==> config.mk <==
export PLATFORM = sky130hd
export DESIGN_NAME = nrc_phase
export DESIGN_NICKNAME = d
export VERILOG_FILES = /design/src/nrc_pkg.sv /design/src/nrc_phase.sv
export SDC_FILE = /design/constraint.sdc
export NUM_CORES = 1
export LEC_CHECK = 0
export ABC_CLOCK_PERIOD_IN_PS = 2700
export BUFFER_PORTS_ARGS = -buffer_cell sky130_fd_sc_hd__buf_4
export CAP_MARGIN = 20
export CORE_UTILIZATION = 59
export CTS_BUF_LIST = sky130_fd_sc_hd__clkbuf_8
export DETAILED_ROUTE_END_ITERATION = 7
export PLACE_DENSITY = 0.83
export SLEW_MARGIN = 10
export SYNTH_ARGS = -nofsm -noshare
export SYNTH_HDL_FRONTEND = slang
export SYNTH_SLANG_ARGS = --single-unit
export TNS_END_PERCENT = 20
==> constraint.sdc <==
create_clock -name clk -period 2.7 [get_ports clk]
set_input_delay 0 -clock clk [delete_from_list [all_inputs] [get_ports clk]]
set_output_delay 0 -clock clk [all_outputs]
set_load 0.1 [all_outputs]
==> src/nrc_pkg.sv <==
// shared constants and types for the nearest-neighbor rate converter fifo
package nrc_pkg;

  // fifo storage
  localparam int DEPTH       = 1024;
  localparam int PTR_W       = $clog2(DEPTH);
  localparam int SAMPLE_BITS = 32;

  // push limit per source sample
  localparam int MAX_PUSHES = 8;
  localparam int CNT_W      = $clog2(MAX_PUSHES + 1);

  // fixed port widths
  localparam int OP_W    = 2;
  localparam int STEP_W  = 24;
  localparam int PHASE_W = 25;
  localparam int FILL_W  = 10;
  localparam int PUSH_W  = 4;

  // q16 constants
  localparam logic [PHASE_W-1:0] ONE_Q16    = PHASE_W'(65536);
  localparam logic [STEP_W-1:0]  STEP_RESET = STEP_W'(65536);

  // item operation codes
  typedef enum logic [OP_W-1:0] {
    OP_WRITE = 2'd0,
    OP_READ  = 2'd1,
    OP_CLEAR = 2'd2,
    OP_NOP   = 2'd3
  } op_t;

  // controls from the sequencer to the phase unit
  typedef struct packed {
    logic start;      // new item accepted, zero the push count
    logic step;       // one phase step and one push slot
    logic wrap;       // end of item, fold phase back by one
    logic batch_end;  // item closes its batch, phase restarts
  } phase_ctrl_t;

endpackage

==> src/nrc_phase.sv <==
// phase accumulator and push counter for one source sample
module nrc_phase (
  input  logic                        clk,
  input  logic                        rst,
  input  nrc_pkg::phase_ctrl_t        ctrl,
  input  logic [nrc_pkg::STEP_W-1:0]  step_ratio,
  output logic                        more
);

  logic [nrc_pkg::PHASE_W-1:0] phase;
  logic [nrc_pkg::CNT_W-1:0]   cnt;

  // another output index falls inside this source sample, within the push limit
  assign more = (phase < nrc_pkg::ONE_Q16) &&
                (cnt < nrc_pkg::CNT_W'(nrc_pkg::MAX_PUSHES));

  // phase and count update
  always_ff @(posedge clk) begin
    if (rst) begin
      phase <= '0;
      cnt   <= '0;
    end else begin
      if (ctrl.start) begin
        cnt <= '0;
      end else if (ctrl.step) begin
        cnt   <= cnt + 1'b1;
        phase <= phase + nrc_pkg::PHASE_W'(step_ratio);
      end else if (ctrl.wrap) begin
        // push limit or batch end restarts the phase at zero
        if (ctrl.batch_end || phase < nrc_pkg::ONE_Q16) begin
          phase <= '0;
        end else begin
          phase <= phase - nrc_pkg::ONE_Q16;
        end
      end
    end
  end

  // count stays within the push limit
  a_cnt_limit: assert property (@(posedge clk) disable iff (rst)
    cnt <= nrc_pkg::CNT_W'(nrc_pkg::MAX_PUSHES))
    else $error("push count beyond limit");

  // a step is only taken while another push is due
  a_step_due: assert property (@(posedge clk) disable iff (rst)
    ctrl.step |-> more)
    else $error("phase step without a due push");

  // after a wrap the phase is below 1 << 24, that is below 256 samples
  a_wrap_range: assert property (@(posedge clk) disable iff (rst)
    ctrl.wrap && !ctrl.start && !ctrl.step |=> phase < nrc_pkg::PHASE_W'(1 << 24))
    else $error("phase out of range after wrap");

endmodule

Yosys cells after proc, flatten, opt, wreduce, memory -nomap -nowiden
Index checks and enable logic that the tools add are counted.
Widths: inputs -> output; s select.
{ "word_totals": {"reg_bits": 29, "inputBits": 30, "wordCells": 16} }
{ "op_classes": {"addsub": 3, "order_cmp": 2, "n_mux": 3, "bitwise": 1, "n_reduce_logical": 5} }
{ "ops": {"columns": ["operator", "count"], "rows": [
  ["$mux 25", 3],
  ["$add 25x24->25", 1],
  ["$lt 25x17->1 const B", 1],
  ["$sub 25x17->25 const B", 1],
  ["$add 4x1->4 const B", 1],
  ["$lt 4x4->1 const B", 1],
  ["$reduce_and 2->1", 1],
  ["$reduce_bool 2->1", 1],
  ["$reduce_or 2->1", 1],
  ["$logic_and 1x1->1", 1],
  ["$logic_or 1x1->1", 1],
  ["$not 1->1", 1]
]} }

Depth between registers and ports, before layout
Gate-level depths: netlist of the first run.
{ "logic_depth": {"word_depth": 5, "ltp_mapped": 9, "ltp_nobuf": 9} }

Least setup slack after synthesis of the first run
Ideal clock, no wire load.
{ "synth_path": {"path_type": "register to output", "start": "register phase[18] in the netlist's numbering", "end": "output more", "arrival_time_ps": 3334, "path_slack_ps": -634, "stages_incl_launch_ff": 4, "path_buffers": 0, "cell_sequence": "dfxtp_1 > or4_4 > nor3_1 > nor3b_1"} }
{ "synth_via": {"elab_chain_cells": 2} }
{ "synth_lines": {"columns": ["element", "line", "rtl"], "rows": [
  ["start, declared", "nrc_phase.sv:10", "logic [nrc_pkg::PHASE_W-1:0] phase;"],
  ["start signal, assigned", "nrc_phase.sv:27", "phase <= phase + nrc_pkg::PHASE_W'(step_ratio);"],
  ["start signal, assigned", "nrc_phase.sv:33", "phase <= phase - nrc_pkg::ONE_Q16;"],
  ["$lt 25x17->1", "nrc_phase.sv:14", "assign more = (phase < nrc_pkg::ONE_Q16) &&"],
  ["$logic_and 1x1->1", "nrc_phase.sv:14", null],
  ["end, declared", "nrc_phase.sv:7", "output logic more"]
]} }
Every way passes these cells.

Worst setup path after layout of the first run
{ "layout_path": {"start": "register phase[0] in the netlist's numbering", "end": "register phase[20] in the netlist's numbering"} }
{ "layout_via": {"elab_chain_cells": 5, "elab_cells_between_ends": 7, "cone_classes": "2 x add/sub; 1 x order compare; 3 x mux; 1 x reduce/logical"} }
{ "layout_lines": {"columns": ["element", "line", "rtl"], "rows": [
  ["$lt 25x17->1", "nrc_phase.sv:30", "if (ctrl.batch_end || phase < nrc_pkg::ONE_Q16) begin"],
  ["$logic_or 1x1->1", "nrc_phase.sv:30", null],
  ["$mux 25", "nrc_phase.sv:30", null],
  ["$mux 25", "nrc_phase.sv:28", "end else if (ctrl.wrap) begin"],
  ["$mux 25 *", "nrc_phase.sv:25", "end else if (ctrl.step) begin"]
]} }
Every way passes the cells marked *; elsewhere a longest branch is shown, timed or not. The select of a mux whose other input is x is not followed.
A chain may end at the register's enable or synchronous reset.

==> flow_metrics.env, run 1 <==
export IMPL_rr_endpoint="phase[20]"
export IMPL_root_buffer="clkbuf_8"
export IMPL_crit_path_end_kind="flip-flop"
export IMPL_post_cts_resized=0
export IMPL_track_usage=0.287
export IMPL_avgViaCountPerCell=6.13
export IMPL_numCtsBuffers=5
export IMPL_rsz0062_at_grt="no"
export IMPL_setup_ws_ps=355
export IMPL_clock_path_buffers=2
export IMPL_async_reset_ff_frac=0
export IMPL_drt_initial_drc_count=188
export IMPL_fmax_mhz=427
export IMPL_required_ps=2870
export IMPL_n_antenna_cell=0
export IMPL_crit_arrival_ps=2520
export IMPL_nNetsFinal=424
export IMPL_postRouteAntennaNets=0
export IMPL_cts_clk_slew_worst_paths_ps=70
export IMPL_r2r_setup_slack_ps=360
export IMPL_ys_warn_count=0
export IMPL_p_leak_nw=1.29
export IMPL_yosys_register_bits=29
export IMPL_die_width_um=68.3
export IMPL_worstSetupStartpointType="flip-flop"
export IMPL_endpoint="phase[20]"
export IMPL_syn_mean_instance_area_um2=7.69
export IMPL_synth_cell_types=48
export IMPL_clock_latency_ps=290
export IMPL_dieArea_mm2=0.00466
export IMPL_skew_ps=6.37
export IMPL_io_pins=31
export IMPL_cts_tree="yes"
export IMPL_fin_hold_ws_ps=26.1
export IMPL_area_growth_pct=15.2
export IMPL_final_hold_violation_count=0
export IMPL_hold_buffers=1
export IMPL_tightest_slew_ps=514
export IMPL_setup_viol=0
export IMPL_holdPathStages=2
export IMPL_synth_edf_count=0
export IMPL_pwr_density_cell_mw_per_mm2=636
export IMPL_fin_crit_ps=2340
export IMPL_grt_pass1_wl_mm=10.1
export IMPL_tns_ps=0
export IMPL_dpl_worst_slack_ps=402
export IMPL_grt_max_degree=19
export IMPL_slowest_delay_ps=420
export IMPL_layout_drive_gt1_share=0.133
export IMPL_grt_overflow_total=0
export IMPL_dr_pass1_iters=4
export IMPL_r2r_cells=9
export IMPL_drt_total_wl_mm=6.24
export IMPL_relSlewSlack=0.655
export IMPL_core_mm2=0.00412
export IMPL_start_util=0.629
export IMPL_route_detailed_drc=0
export IMPL_crit_path_max_fanout=6
export IMPL_antenna_found_initial=0
export IMPL_vias=2563
export IMPL_cts_sinks=29
export IMPL_cp_slowest_cell="o211ai_1"
export IMPL_status="finished clean"
export IMPL_hp_class="primary input to flip-flop"
export IMPL_crit_type="flip-flop to flip-flop"
export IMPL_synth_flop_cell="dfxtp_1"
export IMPL_reg2reg_from="phase[0]"
export IMPL_wl_per_cell_um=14.9
export IMPL_ys_seq_area_frac=0.224
export IMPL_h_tree_depth=2
export IMPL_rows=23
export IMPL_final_max_slew_viol_count=0
export IMPL_syn_nets=394
export IMPL_post_route_period_util=0.868
export IMPL_port_buffers=30
export IMPL_syn_area_mm2=0.00259
export IMPL_crit_top_cell="o211ai_1"
export IMPL_ir_drop_uv=884
export IMPL_die_height_um=68.3
export IMPL_post_cts_buffers=0
export IMPL_gp_congestion=0.892
export IMPL_synthCells=337
export IMPL_dp_hpwl_mm=4.70
export IMPL_grt_pass1_vias=2287
export IMPL_crit_chain="ha_1, inv_1, fa_1, nand2b_1, a21oi_1, a31oi_1, o211ai_1, a2111o_1, o211ai_1"
export IMPL_startpoint="phase[0]"
export IMPL_cap_viol_max_count=0
-- power by group --
group	leakage (nW)	switching, W	internal (W)	total [W]
Sequential	0.237	0.0000884	0.000493	0.000581
Clock	0.0542	0.000176	0.000230	0.000407
Combinational	1.00	0.000533	0.000377	0.000910
-- registers in the layout (all words and copies together) (netlist names) --
name   count
cnt        4
phase     25
-- placed cells by master (no fill, tap or decap), types with 5 or more instances in the layout --
master | synthesis | final
nor3_1 | 14 | 14
xnor2_1 | 12 | 12
dfxtp_1 | 29 | 29
nand4_1 | 8 | 8
o21a_1 | 6 | 6
o21ai_0 | 21 | 21
nand2b_1 | 9 | 9
buf_4 | 0 | 35
nand3_1 | 12 | 12
nand2_1 | 37 | 37
xor2_1 | 10 | 10
ha_1 | 26 | 26
inv_1 | 8 | 8
clkbuf_8 | 0 | 7
a21o_1 | 9 | 9
a21oi_1 | 36 | 36
o211ai_1 | 9 | 9
and3_1 | 6 | 6
or3_1 | 5 | 5
nor2_1 | 16 | 16
-- routing by layer --
layer	GRT usage	share of wire	wire, µm
met1	0.386	0.49	3080
met3	0.0533	0.048	299
met5	0	0	0
met2	0.475	0.45	2810
met4	0.0573	0.0077	48
-- critical path, delay by kind of cell, from the launching register on --
family                     cells  cell delay [ps]
AOI/OAI and AO/OA              5             1120
DFF                            1              330
and+or+nand+nor                1              190
buffers and inverters          1               50
adders and majority gates      2              540
-- cells by family (layout without fill, tap and decap cells) --
logic type | count (synthesis) | after routing | synth area share
and+or+nand+nor | 125 | 125 | 0.249
adders and majority gates | 27 | 27 | 0.133
xor gates and xnor gates | 22 | 22 | 0.0744
AOI/OAI and AO/OA | 110 | 110 | 0.277
DFF | 29 | 29 | 0.224
buffers and inverters | 21 | 52 | 0.0304
muxes | 3 | 3 | 0.0116
-- how the worst min path moves through the flow --
stage | to | startpoint | slack, ps
finish | phase[0] | rst | 30
global route | phase[5] | rst | 30
CTS | phase[0] | rst | 20
detailed placement | cnt[0] | ctrl[3] | 260
global placement | cnt[0] | ctrl[3] | 260
floorplan | phase[5] | ctrl[2] | 280
-- synthesized netlist by cell type, types with 2 or more instances --
master / count / area, µm²
or3_1: 5 / 31.3
o21a_1: 6 / 45.0
o21bai_1: 4 / 30.0
mux2i_1: 3 / 30.0
dfxtp_1: 29 / 581
and4_1: 2 / 17.5
o21ai_0: 21 / 105
nand3b_1: 2 / 15.0
and3_1: 6 / 37.5
nor2_1: 16 / 60.1
o31ai_1: 3 / 22.5
a21boi_0: 2 / 15.0
nand4_1: 8 / 50.1
xor2_1: 10 / 87.6
nand3_1: 12 / 60.1
o211ai_1: 9 / 67.6
xnor2_1: 12 / 105
a211oi_1: 3 / 22.5
nor2b_1: 3 / 18.8
a21oi_1: 36 / 180
nor3b_1: 4 / 30.0
nand2b_1: 9 / 56.3
nand2_1: 37 / 139
clkbuf_1: 13 / 48.8
a21o_1: 9 / 67.6
nor3_1: 14 / 70.1
a211o_1: 4 / 35.0
inv_1: 8 / 30.0
a22oi_1: 2 / 15.0
ha_1: 26 / 325
o22ai_1: 2 / 12.5
-- cell type report --
cell class | count | area [µm²]
inverter | 8 | 30.0
tap | 50 | 62.6
fill | 372 | 1130
clock inverter | 1 | 5.00
sequential | 29 | 581
multi-input combinational | 287 | 1940
timing repair buffer | 36 | 273
clock buffer | 7 | 96.3
-- per-stage QoR --
| step | util | power [W] | std cells | area [µm²] |
|---|---|---|---|---|
| after floorplan | - | 0.00128 | 337 | 2590 |
| after global placement | 0.698 | 0.00147 | 409 | 2870 |
| after detailed placement | 0.698 | 0.00148 | 409 | 2870 |
| after CTS | 0.725 | 0.00189 | 418 | 2980 |
| after global routing | 0.725 | 0.00202 | 418 | 2980 |
| final | 0.725 | 0.00190 | 418 | 2980 |
Note: power is estimated with default switching activity, not from simulation.
==> run 2: changes to the inputs <==
--- a/config.mk
+++ b/config.mk
@@ -11,6 +11,7 @@
 export CORE_UTILIZATION = 59
 export CTS_BUF_LIST = sky130_fd_sc_hd__clkbuf_8
 export DETAILED_ROUTE_END_ITERATION = 7
+export GPL_TIMING_DRIVEN = 0
 export PLACE_DENSITY = 0.83
 export SLEW_MARGIN = 10
 export SYNTH_ARGS = -nofsm -noshare
==> flow_metrics.env, run 2 (same netlist as run 1, synthesis figures left out) <==
export IMPL_status="finished clean"
export IMPL_drt_total_wl_mm=6.33
export IMPL_ir_drop_uv=890
export IMPL_final_area_mm2=0.00295
export IMPL_cts_tree="yes"
export IMPL_p_leak_nw=1.26
export IMPL_grt_pass1_vias=2282
export IMPL_slowest_delay_ps=610
export IMPL_crit_family="compound AO/OA/AOI/OAI gates"
export IMPL_track_usage=0.291
export IMPL_tightest_slew_ps=626
export IMPL_final_hold_violation_count=0
export IMPL_post_cts_buffers=0
export IMPL_worstSetupStartpointType="flip-flop"
export IMPL_largest_reg_flops=25
export IMPL_setup_viol=0
export IMPL_crit_path_end_kind="flip-flop"
export IMPL_fin_crit_ps=2500
export IMPL_avgViaCountPerCell=6.13
export IMPL_fmax_mhz=400
export IMPL_top_regs="phase x25, cnt x4"
export IMPL_nNetsFinal=429
export IMPL_regMostFlops="phase"
export IMPL_final_cell_mix="nand2_1 (37), a21oi_1 (36), dfxtp_1 (29)"
export IMPL_grt_pass1_wl_mm=10.2
export IMPL_relSlewSlack=0.583
export IMPL_rows=23
export IMPL_dieArea_mm2=0.00466
export IMPL_die_height_um=68.3
export IMPL_cts_sinks=29
export IMPL_core_mm2=0.00412
export IMPL_postRouteAntennaNets=0
export IMPL_start_util=0.629
export IMPL_setup_ws_ps=200
export IMPL_dpl_worst_slack_ps=77.5
export IMPL_crit_chain="or4_4, o41ai_4, a21oi_1, clkbuf_1, nand2_1, o211ai_1"
export IMPL_hp_class="primary input to flip-flop"
export IMPL_clock_latency_ps=290
export IMPL_pwr_density_cell_mw_per_mm2=635
export IMPL_required_ps=2860
export IMPL_skew_ps=10.5
export IMPL_layout_commonest_cell="nand2_1"
export IMPL_gp_congestion=0.899
export IMPL_cap_viol_max_count=0
export IMPL_antenna_found_initial=0
export IMPL_crit_path_max_fanout=10
export IMPL_post_dp_cell_area_mm2=0.00287
export IMPL_dp_hpwl_mm=4.76
export IMPL_vias=2585
export IMPL_clock_path_buffers=2
export IMPL_dr_pass1_iters=4
export IMPL_route_detailed_drc=0
export IMPL_tns_ps=0
export IMPL_die_width_um=68.3
export IMPL_crit_type="flip-flop to flip-flop"
export IMPL_root_buffer="clkbuf_8"
export IMPL_area_growth_pct=14.1
export IMPL_path_buf_inv=1
export IMPL_n_antenna_cell=0
export IMPL_io_pins=31
export IMPL_final_max_slew_viol_count=0
export IMPL_post_route_period_util=0.926
export IMPL_rsz0062_at_grt="no"
export IMPL_grt_overflow_total=0
export IMPL_port_buffers=28
export IMPL_cts_clk_slew_worst_paths_ps=70
export IMPL_crit_arrival_ps=2660
export IMPL_drt_initial_drc_count=217
export IMPL_layout_drive_gt1_share=0.108
export IMPL_h_tree_depth=2
export IMPL_cp_slowest_cell="or4_4"
export IMPL_numCtsBuffers=5
export IMPL_grt_max_degree=11
export IMPL_wl_per_cell_um=15.0
-- run 2: path summary, 6_finish.rpt --
| check | startpoint | end | slack [ps] | depth (start not counted) |
|---|---|---|---|---|
| setup / recovery | phase[18] | phase[24] | 200 | 6 |
| setup reg to reg | phase[18] | phase[24] | 200 | 6 |
| hold reg to reg | phase[7] | phase[7] | 460 | 2 |
| hold / removal | rst | cnt[0] | 130 | 2 |
-- run 2: metrics by stage --
step	util	total power (W)	hold WS, ps	std cells
finish	0.718	0.00188	133	422
global route	0.718	0.00199	167	422
CTS	0.718	0.00186	147	422
detailed placement	0.697	0.00149	437	415
global placement	0.697	0.00146	425	415
floorplan	-	0.00128	275	337
-- run 2: metal layers --
layer / up-vias / wire length (µm) / global-route usage
li1: 1323 / - / -
met1: 1177 / 3050 / 0.394
met2: 75 / 2840 / 0.474
met3: 10 / 386 / 0.0417
met4: 0 / 63 / 0.0859
met5: - / 0 / 0
-- run 2: worst reg2reg max path: cells and delay by family, from the launching register on --
family / cells / cell delay (ps)
flip-flops: 1 / 390
buffers and inverters: 1 / 360
AND/OR/NAND/NOR: 2 / 750
AO/OA/AOI/OAI: 3 / 860
-- run 2: layout make-up --
| cell class | instances | area (µm²) |
|---|---|---|
| plain buffers | 13 | 48.8 |
| clock buffers | 6 | 82.6 |
| clock inverters | 1 | 3.75 |
| well taps | 50 | 62.6 |
| inverters | 8 | 30.0 |
| flip-flops and latches | 29 | 581 |
| fillers | 351 | 1160 |
| multi-input cells | 287 | 1940 |
| repair buffers | 28 | 210 |
-- run 2: where the power goes --
group	internal, W	switching, W	total [W]
combinational	0.000369	0.000544	0.000912
sequential	0.000493	0.0000898	0.000583
clock	0.000198	0.000182	0.000380
-- run 2: timing repair --
| action | 4_1_cts | 5_1_grt |
|---|---|---|
| hold buffers | 0 | 0 |
| setup endpoints to repair | 0 | 3 |
| endpoints found under the hold margin | 0 | 0 |
| gates resized for setup | 0 | 1 |
==> run 3: changes to the inputs <==
--- a/config.mk
+++ b/config.mk
@@ -8,11 +8,12 @@
 export ABC_CLOCK_PERIOD_IN_PS = 2700
 export BUFFER_PORTS_ARGS = -buffer_cell sky130_fd_sc_hd__buf_4
 export CAP_MARGIN = 20
-export CORE_UTILIZATION = 59
+export CORE_UTILIZATION = 38
 export CTS_BUF_LIST = sky130_fd_sc_hd__clkbuf_8
 export DETAILED_ROUTE_END_ITERATION = 7
 export GPL_TIMING_DRIVEN = 0
-export PLACE_DENSITY = 0.83
+export PLACE_DENSITY = 0.58
+export RECOVER_POWER = 50
 export SLEW_MARGIN = 10
 export SYNTH_ARGS = -nofsm -noshare
 export SYNTH_HDL_FRONTEND = slang
==> flow_metrics.env, run 3 (same netlist as run 1, synthesis figures left out) <==
export IMPL_top_regs="phase x25, cnt x4"
export IMPL_crit_family="compound AO/OA/AOI/OAI gates"
export IMPL_pwr_density_cell_mw_per_mm2=627
export IMPL_rsz0062_at_grt="no"
export IMPL_dr_pass1_iters=6
export IMPL_wl_per_cell_um=15.0
export IMPL_avgViaCountPerCell=5.75
export IMPL_route_detailed_drc=4
export IMPL_start_util=0.401
export IMPL_root_buffer="clkbuf_8"
export IMPL_slowest_delay_ps=520
export IMPL_die_height_um=84.6
export IMPL_fill_cells=681
export IMPL_cts_clk_slew_worst_paths_ps=70
export IMPL_core_mm2=0.00646
export IMPL_h_tree_depth=2
export IMPL_final_area_mm2=0.00298
export IMPL_fin_crit_ps=2550
export IMPL_post_cts_resized=1
export IMPL_grt_max_degree=11
export IMPL_path_buf_inv=1
export IMPL_gp_congestion=0.813
export IMPL_tightest_slew_ps=633
export IMPL_n_antenna_cell=0
export IMPL_regMostFlops="phase"
export IMPL_track_usage=0.199
export IMPL_io_pins=31
export IMPL_status="finished, violations left"
export IMPL_grt_pass1_vias=2425
export IMPL_cap_viol_max_count=0
export IMPL_numCtsBuffers=5
export IMPL_required_ps=2870
export IMPL_crit_arrival_ps=2720
export IMPL_dieArea_mm2=0.00715
export IMPL_p_leak_nw=1.26
export IMPL_dp_cells=442
export IMPL_seq_area_um2=581
export IMPL_clock_path_buffers=2
export IMPL_largest_reg_flops=25
export IMPL_worstSetupStartpointType="flip-flop"
export IMPL_port_buffers=28
export IMPL_die_width_um=84.6
export IMPL_rows=29
export IMPL_hp_class="primary input to flip-flop"
export IMPL_skew_ps=9.21
export IMPL_crit_path_max_fanout=6
export IMPL_dp_hpwl_mm=5.13
export IMPL_layout_drive_gt1_share=0.105
export IMPL_ir_drop_uv=257
export IMPL_crit_path_end_kind="flip-flop"
export IMPL_crit_chain="ha_1, inv_1, fa_1, nand2b_1, a21oi_1, a31oi_1, o21ai_1, a211o_1, o211ai_1"
export IMPL_crit_type="flip-flop to flip-flop"
export IMPL_grt_pass1_wl_mm=11.3
export IMPL_post_dp_cell_area_mm2=0.00290
export IMPL_grt_overflow_total=0
export IMPL_final_max_slew_viol_count=0
export IMPL_power_w=0.00187
export IMPL_clock_latency_ps=290
export IMPL_multiInputGateArea_mm2=0.00193
export IMPL_relSlewSlack=0.576
export IMPL_hold_buffers=0
export IMPL_post_route_period_util=0.944
export IMPL_nNetsFinal=429
export IMPL_vias=2582
export IMPL_post_cts_buffers=0
export IMPL_drt_total_wl_mm=6.75
export IMPL_cp_slowest_cell="o21ai_1"
export IMPL_postRouteAntennaNets=0
export IMPL_stdcell_count=449
export IMPL_layout_commonest_cell="nand2_1"
export IMPL_cts_sinks=29
export IMPL_area_growth_pct=15.0
export IMPL_antenna_found_initial=0
export IMPL_setup_viol=0
export IMPL_final_hold_violation_count=0
export IMPL_fmax_mhz=392
export IMPL_violations="design-rule violations"
export IMPL_final_cell_mix="nand2_1 (38), a21oi_1 (36), dfxtp_1 (29)"
export IMPL_drt_initial_drc_count=123
export IMPL_cts_tree="yes"
## run 3: layer usage
layer,track usage,wire [µm]
met1,0.264,3400
met2,0.318,3000
met3,0.0403,246
met4,0.0770,102
met5,0,0
## run 3: power by group
group	switching [W]	internal, W	total, W
logic	0.000536	0.000359	0.000895
clock network	0.000188	0.000199	0.000387
registers	0.0000917	0.000493	0.000584
## run 3: cell type report
class                           instances  area share
Inverter                                8      0.0101
Buffer                                 13      0.0164
Timing Repair Buffer                   28      0.0697
Clock inverter                          1     0.00126
Sequential cell                        29       0.195
Clock buffer                            6      0.0277
Multi-Input combinational cell        287       0.647
Tap cell                               77      0.0324
## run 3: worst paths after layout
check	from	cells past startpoint	slack, ps	end
min	rst	2	150	cnt[0]
max	phase[0]	9	150	phase[22]
max reg2reg	phase[0]	9	150	phase[22]
min reg2reg	phase[7]	2	460	phase[7]
## run 3: stage by stage
step	util	worst slack (ps)	hold slack [ps]	TNS (ps)
2_1_floorplan	-	366	275	0
3_3_place_gp	0.449	-1.03	426	-1.03
3_5_place_dp	0.449	-4.07	448	-4.07
4_1_cts	0.463	198	151	0
5_1_grt	0.461	19.7	159	0
6_report	0.461	151	149	0
